File: src/hw/rtl/lepton_overlap_removal_defines.svh
// Assertion helpers for the overlap removal block
`ifndef LEPTON_OVERLAP_REMOVAL_DEFINES_SVH
`define LEPTON_OVERLAP_REMOVAL_DEFINES_SVH

// cons must hold in every cycle in which ante holds
`define LOR_ASSERT_IMP(lbl, ante, cons) \
  lbl: assert property (@(posedge clk) disable iff (!rst_n) (ante) |-> (cons)) \
    else $error("lepton_overlap_removal: implication violated");

// cond must never hold
`define LOR_ASSERT_NEVER(lbl, cond) \
  lbl: assert property (@(posedge clk) disable iff (!rst_n) !(cond)) \
    else $error("lepton_overlap_removal: forbidden condition");

`endif

File: src/hw/rtl/lor_pkg.sv
package lor_pkg;

  localparam int unsigned LOR_MAX_LEPTONS = 32;
  localparam int unsigned LOR_SLOT_W      = 7;
  localparam int unsigned LOR_RESULT_CAP  = 32;
  localparam int unsigned LOR_IDX_W       = 5;
  localparam int unsigned LOR_Q_DEPTH     = 4;

  typedef struct packed {
    logic                  store;
    logic                  eoe;
    logic [LOR_SLOT_W-1:0] slot;
    logic                  is_muon;
    logic                  has_track;
    logic [31:0]           track_id;
    logic [31:0]           pt_mev;
  } lor_item_t;

  typedef struct packed {
    logic        is_muon;
    logic        has_track;
    logic [31:0] track_id;
    logic [31:0] pt_mev;
  } lor_lep_t;

  typedef struct packed {
    logic full;
    logic empty;
  } lor_q_stat_t;

  typedef struct packed {
    logic loading;
    logic emitting;
  } lor_bk_stat_t;

  typedef enum logic [1:0] {
    BK_LOAD,
    BK_EVAL,
    BK_EMIT_RD,
    BK_EMIT_WR
  } lor_bk_state_t;

endpackage

File: src/hw/rtl/lepton_overlap_removal.sv
// Channel  Handshake            Payload
// in       in_valid/in_ready    is_muon, has_track, track_id, pt_mev, end_of_event
// out      out_valid/out_ready  lepton_index, kind_out, removed, overflowed, last_result
//
// Loads enter one item per cycle through a short queue, unless it is full, while the
// evaluator is loading. An event of n >= 2 stored leptons is then evaluated by pairwise
// compare (one pair per cycle over the two read ports of the lepton memory), then each
// result is read and sent; the queue keeps taking items meanwhile until it fills.
// rst_n is synchronous, active low; it clears control state only, no memory sweep.
// A stalled out_ready holds the current result and pauses the result loop.
`include "lepton_overlap_removal_defines.svh"

module lepton_overlap_removal
  import lor_pkg::*;
#(
  parameter int unsigned MAX_LEPTONS = LOR_MAX_LEPTONS,
  parameter int unsigned Q_DEPTH     = LOR_Q_DEPTH
) (
  input  logic                 clk,
  input  logic                 rst_n,
  input  logic                 in_valid,
  output logic                 in_ready,
  input  logic                 in_is_muon,
  input  logic                 in_has_track,
  input  logic [31:0]          in_track_id,
  input  logic [31:0]          in_pt_mev,
  input  logic                 in_end_of_event,
  output logic                 out_valid,
  input  logic                 out_ready,
  output logic [LOR_IDX_W-1:0] out_lepton_index,
  output logic                 out_kind_out,
  output logic                 out_removed,
  output logic                 out_overflowed,
  output logic                 out_last_result
);

  lor_q_stat_t  q_stat;
  lor_bk_stat_t bk_stat;
  lor_item_t    push_item, pop_item;
  logic         q_push, q_pop;

  lor_front #(
    .MAX_LEPTONS(MAX_LEPTONS)
  ) u_front (
    .clk             (clk),
    .rst_n           (rst_n),
    .in_valid        (in_valid),
    .in_ready        (in_ready),
    .in_is_muon      (in_is_muon),
    .in_has_track    (in_has_track),
    .in_track_id     (in_track_id),
    .in_pt_mev       (in_pt_mev),
    .in_end_of_event (in_end_of_event),
    .q_stat          (q_stat),
    .q_push          (q_push),
    .q_item          (push_item)
  );

  lor_queue #(
    .DEPTH(Q_DEPTH)
  ) u_queue (
    .clk       (clk),
    .rst_n     (rst_n),
    .push      (q_push),
    .push_item (push_item),
    .pop       (q_pop),
    .pop_item  (pop_item),
    .stat      (q_stat)
  );

  lor_back #(
    .MAX_LEPTONS(MAX_LEPTONS)
  ) u_back (
    .clk              (clk),
    .rst_n            (rst_n),
    .q_stat           (q_stat),
    .q_pop            (q_pop),
    .q_item           (pop_item),
    .out_valid        (out_valid),
    .out_ready        (out_ready),
    .out_lepton_index (out_lepton_index),
    .out_kind_out     (out_kind_out),
    .out_removed      (out_removed),
    .out_overflowed   (out_overflowed),
    .out_last_result  (out_last_result),
    .stat             (bk_stat)
  );

  `LOR_ASSERT_NEVER(a_q_full_empty, q_stat.full && q_stat.empty)
  `LOR_ASSERT_IMP(a_out_from_emit, $rose(out_valid), $past(bk_stat.emitting))
  `LOR_ASSERT_IMP(a_eval_on_eoe, $fell(bk_stat.loading), $past(q_pop && pop_item.eoe))

endmodule

File: src/hw/rtl/lor_front.sv
module lor_front
  import lor_pkg::*;
#(
  parameter int unsigned MAX_LEPTONS = LOR_MAX_LEPTONS
) (
  input  logic        clk,
  input  logic        rst_n,
  input  logic        in_valid,
  output logic        in_ready,
  input  logic        in_is_muon,
  input  logic        in_has_track,
  input  logic [31:0] in_track_id,
  input  logic [31:0] in_pt_mev,
  input  logic        in_end_of_event,
  input  lor_q_stat_t q_stat,
  output logic        q_push,
  output lor_item_t   q_item
);

  localparam int unsigned CNT_W = $clog2(MAX_LEPTONS + 1);

  logic [CNT_W-1:0] cnt_r, cnt_nxt;
  logic             keep;

  assign in_ready = !q_stat.full;
  assign q_push   = in_valid && in_ready;
  assign keep     = (cnt_r < CNT_W'(MAX_LEPTONS));

  always_comb begin
    q_item.store     = keep;
    q_item.eoe       = in_end_of_event;
    q_item.slot      = LOR_SLOT_W'(cnt_r);
    q_item.is_muon   = in_is_muon;
    q_item.has_track = in_has_track;
    q_item.track_id  = in_track_id;
    q_item.pt_mev    = in_pt_mev;
  end

  always_comb begin
    cnt_nxt = cnt_r;
    if (q_push) begin
      if (in_end_of_event) begin
        cnt_nxt = '0;
      end else if (keep) begin
        cnt_nxt = cnt_r + CNT_W'(1);
      end
    end
  end

  always_ff @(posedge clk) begin
    if (!rst_n) begin
      cnt_r <= '0;
    end else begin
      cnt_r <= cnt_nxt;
    end
  end

endmodule

File: src/hw/rtl/lor_queue.sv
module lor_queue
  import lor_pkg::*;
#(
  parameter int unsigned DEPTH = LOR_Q_DEPTH
) (
  input  logic        clk,
  input  logic        rst_n,
  input  logic        push,
  input  lor_item_t   push_item,
  input  logic        pop,
  output lor_item_t   pop_item,
  output lor_q_stat_t stat
);

  localparam int unsigned PTR_W = (DEPTH > 1) ? $clog2(DEPTH) : 1;
  localparam int unsigned CNT_W = $clog2(DEPTH + 1);

  lor_item_t        slots_r [DEPTH];
  logic [PTR_W-1:0] wr_ptr_r, wr_ptr_nxt;
  logic [PTR_W-1:0] rd_ptr_r, rd_ptr_nxt;
  logic [CNT_W-1:0] cnt_r, cnt_nxt;
  logic             do_push, do_pop;

  assign stat.full  = (cnt_r == CNT_W'(DEPTH));
  assign stat.empty = (cnt_r == '0);
  assign do_push    = push && !stat.full;
  assign do_pop     = pop && !stat.empty;
  assign pop_item   = slots_r[rd_ptr_r];

  always_comb begin
    wr_ptr_nxt = wr_ptr_r;
    rd_ptr_nxt = rd_ptr_r;
    cnt_nxt    = cnt_r;
    if (do_push) begin
      wr_ptr_nxt = (wr_ptr_r == PTR_W'(DEPTH - 1)) ? '0 : wr_ptr_r + PTR_W'(1);
    end
    if (do_pop) begin
      rd_ptr_nxt = (rd_ptr_r == PTR_W'(DEPTH - 1)) ? '0 : rd_ptr_r + PTR_W'(1);
    end
    if (do_push && !do_pop) begin
      cnt_nxt = cnt_r + CNT_W'(1);
    end else if (do_pop && !do_push) begin
      cnt_nxt = cnt_r - CNT_W'(1);
    end
  end

  always_ff @(posedge clk) begin
    if (do_push) begin
      slots_r[wr_ptr_r] <= push_item;
    end
  end

  always_ff @(posedge clk) begin
    if (!rst_n) begin
      wr_ptr_r <= '0;
      rd_ptr_r <= '0;
      cnt_r    <= '0;
    end else begin
      wr_ptr_r <= wr_ptr_nxt;
      rd_ptr_r <= rd_ptr_nxt;
      cnt_r    <= cnt_nxt;
    end
  end

endmodule

File: src/hw/rtl/lor_back.sv
module lor_back
  import lor_pkg::*;
#(
  parameter int unsigned MAX_LEPTONS = LOR_MAX_LEPTONS
) (
  input  logic                 clk,
  input  logic                 rst_n,
  input  lor_q_stat_t          q_stat,
  output logic                 q_pop,
  input  lor_item_t            q_item,
  output logic                 out_valid,
  input  logic                 out_ready,
  output logic [LOR_IDX_W-1:0] out_lepton_index,
  output logic                 out_kind_out,
  output logic                 out_removed,
  output logic                 out_overflowed,
  output logic                 out_last_result,
  output lor_bk_stat_t         stat
);

  localparam int unsigned ADDR_W = $clog2(MAX_LEPTONS);
  localparam int unsigned CNT_W  = $clog2(MAX_LEPTONS + 1);

  lor_lep_t mem [MAX_LEPTONS];
  lor_lep_t rd_a_r, rd_b_r;

  logic [ADDR_W-1:0] addr_a, addr_b;
  logic              wr_en;
  lor_lep_t          wr_data;

  lor_bk_state_t      state_r, state_nxt;
  logic [CNT_W-1:0]   n_r, n_nxt;
  logic               ovf_r, ovf_nxt;
  logic [CNT_W-1:0]   a_r, a_nxt;
  logic [CNT_W-1:0]   b_r, b_nxt;
  logic               iss_r, iss_nxt;
  logic               p1_vld_r, p1_vld_nxt;
  logic [ADDR_W-1:0]  p1_a_r, p1_a_nxt;
  logic [ADDR_W-1:0]  p1_b_r, p1_b_nxt;
  logic [MAX_LEPTONS-1:0] drop_r, drop_nxt;
  logic [CNT_W-1:0]   k_r, k_nxt;

  logic                 out_valid_r, out_valid_nxt;
  logic [LOR_IDX_W-1:0] idx_r, idx_nxt;
  logic                 kind_r, kind_nxt;
  logic                 rem_r, rem_nxt;
  logic                 oflw_r, oflw_nxt;
  logic                 last_r, last_nxt;

  logic                  match, same_kind, drop_a, drop_b;
  logic [CNT_W-1:0]      n_in;
  logic [LOR_SLOT_W-1:0] n_ext, k_ext, emit_n;
  logic                  cap_hit, k_last;

  assign wr_data.is_muon   = q_item.is_muon;
  assign wr_data.has_track = q_item.has_track;
  assign wr_data.track_id  = q_item.track_id;
  assign wr_data.pt_mev    = q_item.pt_mev;

  always_ff @(posedge clk) begin
    if (wr_en) begin
      mem[q_item.slot[ADDR_W-1:0]] <= wr_data;
    end
    rd_a_r <= mem[addr_a];
    rd_b_r <= mem[addr_b];
  end

  assign match     = rd_a_r.has_track && rd_b_r.has_track &&
                     (rd_a_r.track_id == rd_b_r.track_id);
  assign same_kind = (rd_a_r.is_muon == rd_b_r.is_muon);
  assign drop_a    = same_kind ? (rd_a_r.pt_mev < rd_b_r.pt_mev) : !rd_a_r.is_muon;
  assign drop_b    = !drop_a;

  assign n_in    = q_item.store ? CNT_W'(q_item.slot) + CNT_W'(1) : CNT_W'(q_item.slot);
  assign n_ext   = LOR_SLOT_W'(n_r);
  assign k_ext   = LOR_SLOT_W'(k_r);
  assign cap_hit = (n_ext > LOR_SLOT_W'(LOR_RESULT_CAP));
  assign emit_n  = cap_hit ? LOR_SLOT_W'(LOR_RESULT_CAP) : n_ext;
  assign k_last  = ((k_ext + LOR_SLOT_W'(1)) == emit_n);

  assign addr_a = (state_r == BK_EVAL) ? a_r[ADDR_W-1:0] : k_r[ADDR_W-1:0];
  assign addr_b = b_r[ADDR_W-1:0];

  assign q_pop         = (state_r == BK_LOAD) && !q_stat.empty;
  assign wr_en         = q_pop && q_item.store;
  assign stat.loading  = (state_r == BK_LOAD);
  assign stat.emitting = (state_r == BK_EMIT_WR);

  always_comb begin
    state_nxt     = state_r;
    n_nxt         = n_r;
    ovf_nxt       = ovf_r;
    a_nxt         = a_r;
    b_nxt         = b_r;
    iss_nxt       = iss_r;
    p1_vld_nxt    = 1'b0;
    p1_a_nxt      = p1_a_r;
    p1_b_nxt      = p1_b_r;
    drop_nxt      = drop_r;
    k_nxt         = k_r;
    out_valid_nxt = out_valid_r && !out_ready;
    idx_nxt       = idx_r;
    kind_nxt      = kind_r;
    rem_nxt       = rem_r;
    oflw_nxt      = oflw_r;
    last_nxt      = last_r;

    if (p1_vld_r && match) begin
      if (drop_a) begin
        drop_nxt[p1_a_r] = 1'b1;
      end
      if (drop_b) begin
        drop_nxt[p1_b_r] = 1'b1;
      end
    end

    unique case (state_r)
      BK_LOAD: begin
        if (q_pop) begin
          if (!q_item.store) begin
            ovf_nxt = 1'b1;
          end
          if (q_item.eoe) begin
            n_nxt     = n_in;
            a_nxt     = '0;
            b_nxt     = CNT_W'(1);
            iss_nxt   = (n_in >= CNT_W'(2));
            drop_nxt  = '0;
            state_nxt = BK_EVAL;
          end
        end
      end
      BK_EVAL: begin
        if (iss_r) begin
          p1_vld_nxt = 1'b1;
          p1_a_nxt   = a_r[ADDR_W-1:0];
          p1_b_nxt   = b_r[ADDR_W-1:0];
          if (b_r == n_r - CNT_W'(1)) begin
            a_nxt = a_r + CNT_W'(1);
            b_nxt = a_r + CNT_W'(2);
            if (a_r + CNT_W'(2) == n_r) begin
              iss_nxt = 1'b0;
            end
          end else begin
            b_nxt = b_r + CNT_W'(1);
          end
        end else if (!p1_vld_r) begin
          k_nxt     = '0;
          state_nxt = BK_EMIT_RD;
        end
      end
      BK_EMIT_RD: begin
        state_nxt = BK_EMIT_WR;
      end
      BK_EMIT_WR: begin
        if (!out_valid_r || out_ready) begin
          out_valid_nxt = 1'b1;
          idx_nxt       = LOR_IDX_W'(k_r);
          kind_nxt      = rd_a_r.is_muon;
          rem_nxt       = drop_r[k_r[ADDR_W-1:0]];
          oflw_nxt      = ovf_r || cap_hit;
          last_nxt      = k_last;
          if (k_last) begin
            ovf_nxt   = 1'b0;
            state_nxt = BK_LOAD;
          end else begin
            k_nxt     = k_r + CNT_W'(1);
            state_nxt = BK_EMIT_RD;
          end
        end
      end
      default: begin
        state_nxt = BK_LOAD;
      end
    endcase
  end

  always_ff @(posedge clk) begin
    if (!rst_n) begin
      state_r     <= BK_LOAD;
      ovf_r       <= 1'b0;
      iss_r       <= 1'b0;
      p1_vld_r    <= 1'b0;
      out_valid_r <= 1'b0;
    end else begin
      state_r     <= state_nxt;
      ovf_r       <= ovf_nxt;
      iss_r       <= iss_nxt;
      p1_vld_r    <= p1_vld_nxt;
      out_valid_r <= out_valid_nxt;
    end
  end

  always_ff @(posedge clk) begin
    n_r    <= n_nxt;
    a_r    <= a_nxt;
    b_r    <= b_nxt;
    p1_a_r <= p1_a_nxt;
    p1_b_r <= p1_b_nxt;
    drop_r <= drop_nxt;
    k_r    <= k_nxt;
    idx_r  <= idx_nxt;
    kind_r <= kind_nxt;
    rem_r  <= rem_nxt;
    oflw_r <= oflw_nxt;
    last_r <= last_nxt;
  end

  assign out_valid        = out_valid_r;
  assign out_lepton_index = idx_r;
  assign out_kind_out     = kind_r;
  assign out_removed      = rem_r;
  assign out_overflowed   = oflw_r;
  assign out_last_result  = last_r;

endmodule
File: config.mk
export PLATFORM = sky130hd
export DESIGN_NAME = lepton_overlap_removal
export DESIGN_NICKNAME = d
export VERILOG_FILES = /design/src/hw/rtl/lor_pkg.sv /design/src/hw/rtl/lepton_overlap_removal.sv /design/src/hw/rtl/lor_front.sv /design/src/hw/rtl/lor_queue.sv /design/src/hw/rtl/lor_back.sv
export VERILOG_INCLUDE_DIRS = /design/src /design/src/hw/rtl
export SDC_FILE = /design/constraint.sdc
export NUM_CORES = 2
export LEC_CHECK = 0
export ABC_CLOCK_PERIOD_IN_PS = 9300
export BUFFER_PORTS_ARGS = -buffer_cell sky130_fd_sc_hd__buf_2
export CAP_MARGIN = 0
export CORE_ASPECT_RATIO = 0.5
export CORE_MARGIN = 2
export CORE_UTILIZATION = 50
export DETAILED_ROUTE_END_ITERATION = 6
export GPL_ROUTABILITY_DRIVEN = 0
export GPL_TIMING_DRIVEN = 0
export PLACE_DENSITY_LB_ADDON = 0.1
export SYNTH_ARGS = -nofsm -noshare
export SYNTH_HDL_FRONTEND = slang
export SYNTH_SLANG_ARGS = --single-unit
File: constraint.sdc
create_clock -name clk -period 9.3 [get_ports clk]
set_input_delay 0 -clock clk [delete_from_list [all_inputs] [get_ports clk]]
set_output_delay 0 -clock clk [all_outputs]
set_load 0.02 [all_outputs]
==> impl_metrics.tcl <==
set metrics [dict create \
    crit_chain "and3b_1, a21oi_1, buf_2, buf_2, clkbuf_1, nand2_1, a21oi_1, a2bb2oi_1" \
    synthCells 6441 \
    synth_flop_cell "edfxtp_1" \
    gr-total-overflow 0 \
    min_path_cells 2 \
    vias 79470 \
    area_delta_synth_final_pct 14.72 \
    finalHoldViolCount 0 \
    ys_seq_elements 2636 \
    ys_seq_area_share_pct 65.91 \
    grt_antenna_before_repair 44 \
    fin_cells 10410 \
    post-dp-hpwl_um 337300 \
    synth_edf_count 2451 \
    htreeDepth 4 \
    worstHoldPathType "in -> reg" \
    yosysMostFrequentCell "edfxtp_1" \
    endpoint_kind "flip-flop" \
    finalPower_mw 48.17 \
    grt_pass1_wl_um 647800 \
    final_area_sq_um 134500 \
    skew_ps 73.76 \
    clock_sinks 2636 \
    slew_violations 255 \
    critPathArrivalTime_ps 6930 \
    r2r_end "u_back.rd_a_r[6]" \
    wl_per_cell_um 47.51 \
    synth_warnings 0 \
    avgViaCountPerCell 7.631 \
    seqCellArea_sq_um 77300 \
    multi_input_area_sq_um 37950 \
    root_buffer "clkbuf_16" \
    setup_ws_ps 3159 \
    drtIter0Drc 17160 \
    period_needed_ps 6141 \
    cts_tree "built" \
    fin_crit_sh_pct 66.04 \
    syn_area_per_cell_sq_um 18.21 \
    remaining_drc_errors 4 \
    setup_viol 0 \
    cts_buffer_depth 4 \
    max_freq_mhz 162.8 \
    ioPinCount 82 \
    crit_type "reg -> reg" \
    violations "design-rule violations, max-capacitance violations, max-slew violations" \
    syn-cell-area_sq_um 117300 \
    fillers 17300 \
    crit_family "buffers and inverters" \
    relSlewSlack_pct -11.85 \
    ys_types 68 \
    slowest_stage "clkbuf_1" \
    crit_fanout 12 \
    die-area_sq_um 238700 \
    outcome "complete, but fails checks" \
    cts.clk_slew.worst_paths_ps 70 \
    routed_wirelength_um 494800 \
    worst_path_largest_cell_delay_ps 1230 \
    netlist_top_cells_area "edfxtp_1, mux4_2, dfxtp_1" \
    dp_cells 9783 \
    postRouteAntennaNets 0 \
    maxCapViolCount 24 \
    synthArstFlopShare_pct 0 \
    port_buffers 81 \
    num_rows 125 \
    core_area_sq_um 232700 \
    peakVddDrop_v 0.0002994 \
    r2r_cells 8 \
    min_from "in_pt_mev[17]" \
    r2r_slack_ps 3160 \
    critPathLaunchType "flip-flop" \
    grt_usage_pct 41.03 \
    setup_tns_ps 0 \
    yosysTopAreaCell "edfxtp_1" \
    tightestPinTransition_ps 1678 \
    rsz0062_at_grt "false" \
    clk_latency_ps 980 \
    p_leak_nw 43.68 \
    power_density_nw_per_um2 358.0 \
    start_util_pct 50.40 \
    first_global_vias 74560 \
    drt_first_pass_iters 7 \
    dpl_cell_area_sq_um 125100 \
    synth_top_area_share_pct 62.75 \
    synth_nets 6560 \
    nets 7171 \
    min_to "u_queue.slots_r[2][17]" \
    cts-buffers-inserted 239 \
    worstPathRequired_ps 10090 \
    layout-drive-gt1-share_pct 29.31 \
    chipWidth_um 688.9 \
    postCtsSetupBuffers 0 \
    synth_common_cells "edfxtp_1, mux4_2, nand2_1" \
    r2r-start "u_back.a_r[2]" \
    grt_max_degree 47 \
    post-place-ws_ps 4007 \
    path_buf_inv 3 \
    die_h_um 346.5 \
]
-- worst max path at each step --
stage / from / endpoint / slack (ps) / cells past startpoint
6_report: u_back.a_r[2] / u_back.rd_a_r[6] / 3160 / 8
5_1_grt: u_back.a_r[2] / u_back.rd_a_r[6] / 3750 / 8
4_1_cts: u_back.a_r[2] / u_back.rd_a_r[15] / 3990 / 8
3_5_place_dp: u_back.a_r[2] / u_back.rd_a_r[15] / 4010 / 8
3_3_place_gp: flip-flop / u_back.mem[15][45] / -2050 / 5
2_1_floorplan: flip-flop / u_back.mem[0][0] / 4410 / 4
-- cells by family after synthesis --
group / share of synthesized area [%]
fa+ha+maj: 0.5185
xor+xnor: 0.5195
compound gates: 3.216
mux: 23.02
flops: 65.91
simple gates: 4.838
buf+inv: 1.977
-- where the power goes --
group | internal (mW) | total [mW] | leakage [nW] | switching [mW]
Clock | 5.69 | 10.4 | 3.89 | 4.67
Sequential | 15.5 | 16.0 | 23.7 | 0.461
Combinational | 6.70 | 21.8 | 16.1 | 15.1
Total | 27.9 | 48.2 | 43.7 | 20.2
-- placed cells by master (no fill, tap or decap), types with 49 or more instances in the layout --
cell / count
edfxtp_1: 2451
mux4_2: 1097
nand2_1: 788
buf_2: 293
clkbuf_16: 243
nand3_1: 204
clkbuf_1: 191
dfxtp_1: 185
a21oi_1: 175
mux2i_1: 150
dlygate4sd3_1: 138
buf_12: 115
a31oi_1: 97
nor3_1: 80
mux2_2: 68
clkinv_2: 55
nor2_1: 53
clkbuf_2: 51
diode_2: 49
inv_1: 49
-- sequential cells by signal, indices dropped and copies added (netlist names), 3 cells and up, named ones only --
register and count:
u_back.a_r 6, u_back.b_r 6, u_back.drop_r 32, u_back.k_r 6, u_back.mem 2112, u_back.n_r 6
u_back.out_lepton_index 5, u_back.p1_a_r 5, u_back.p1_b_r 5, u_back.rd_a_r 66, u_back.rd_b_r 66, u_front.cnt_r 6
u_queue.cnt_r 3, u_queue.slots_r 296
-- cell type report --
type                       instances  area share, %
sequential                      2636          57.45
multi-input combinational       3291          28.20
clock buffer                     315          4.899
timing repair buffer             370          3.704
tap                             3111          2.893
buffer                           464          1.641
clock inverter                   128         0.9727
inverter                          50         0.1395
antenna                           49        0.09113
-- per-layer routing --
layer	track usage [%]	routed length, um
met1	53.20	168900
met4	21.57	32350
met5	2.861	897
met2	54.52	197200
met3	22.99	95380
-- timing repair --
item / 4_1_cts / 5_1_grt
endpoints found under the hold margin: 409 / 0
gates resized for setup: 0 / 0
hold buffers: 138 / 0
-- stage by stage --
| stage | utilization, % | hold slack (ps) |
|---|---|---|
| 4_1_cts | 57.75 | 4.269 |
| 3_3_place_gp | 52.24 | 207.6 |
| 2_1_floorplan | - | 98.87 |
| 3_5_place_dp | 53.77 | 217.4 |
| 6_report | 57.81 | 52.28 |
| 5_1_grt | 57.77 | 38.89 |
Note: power is estimated with default switching activity, not from simulation.
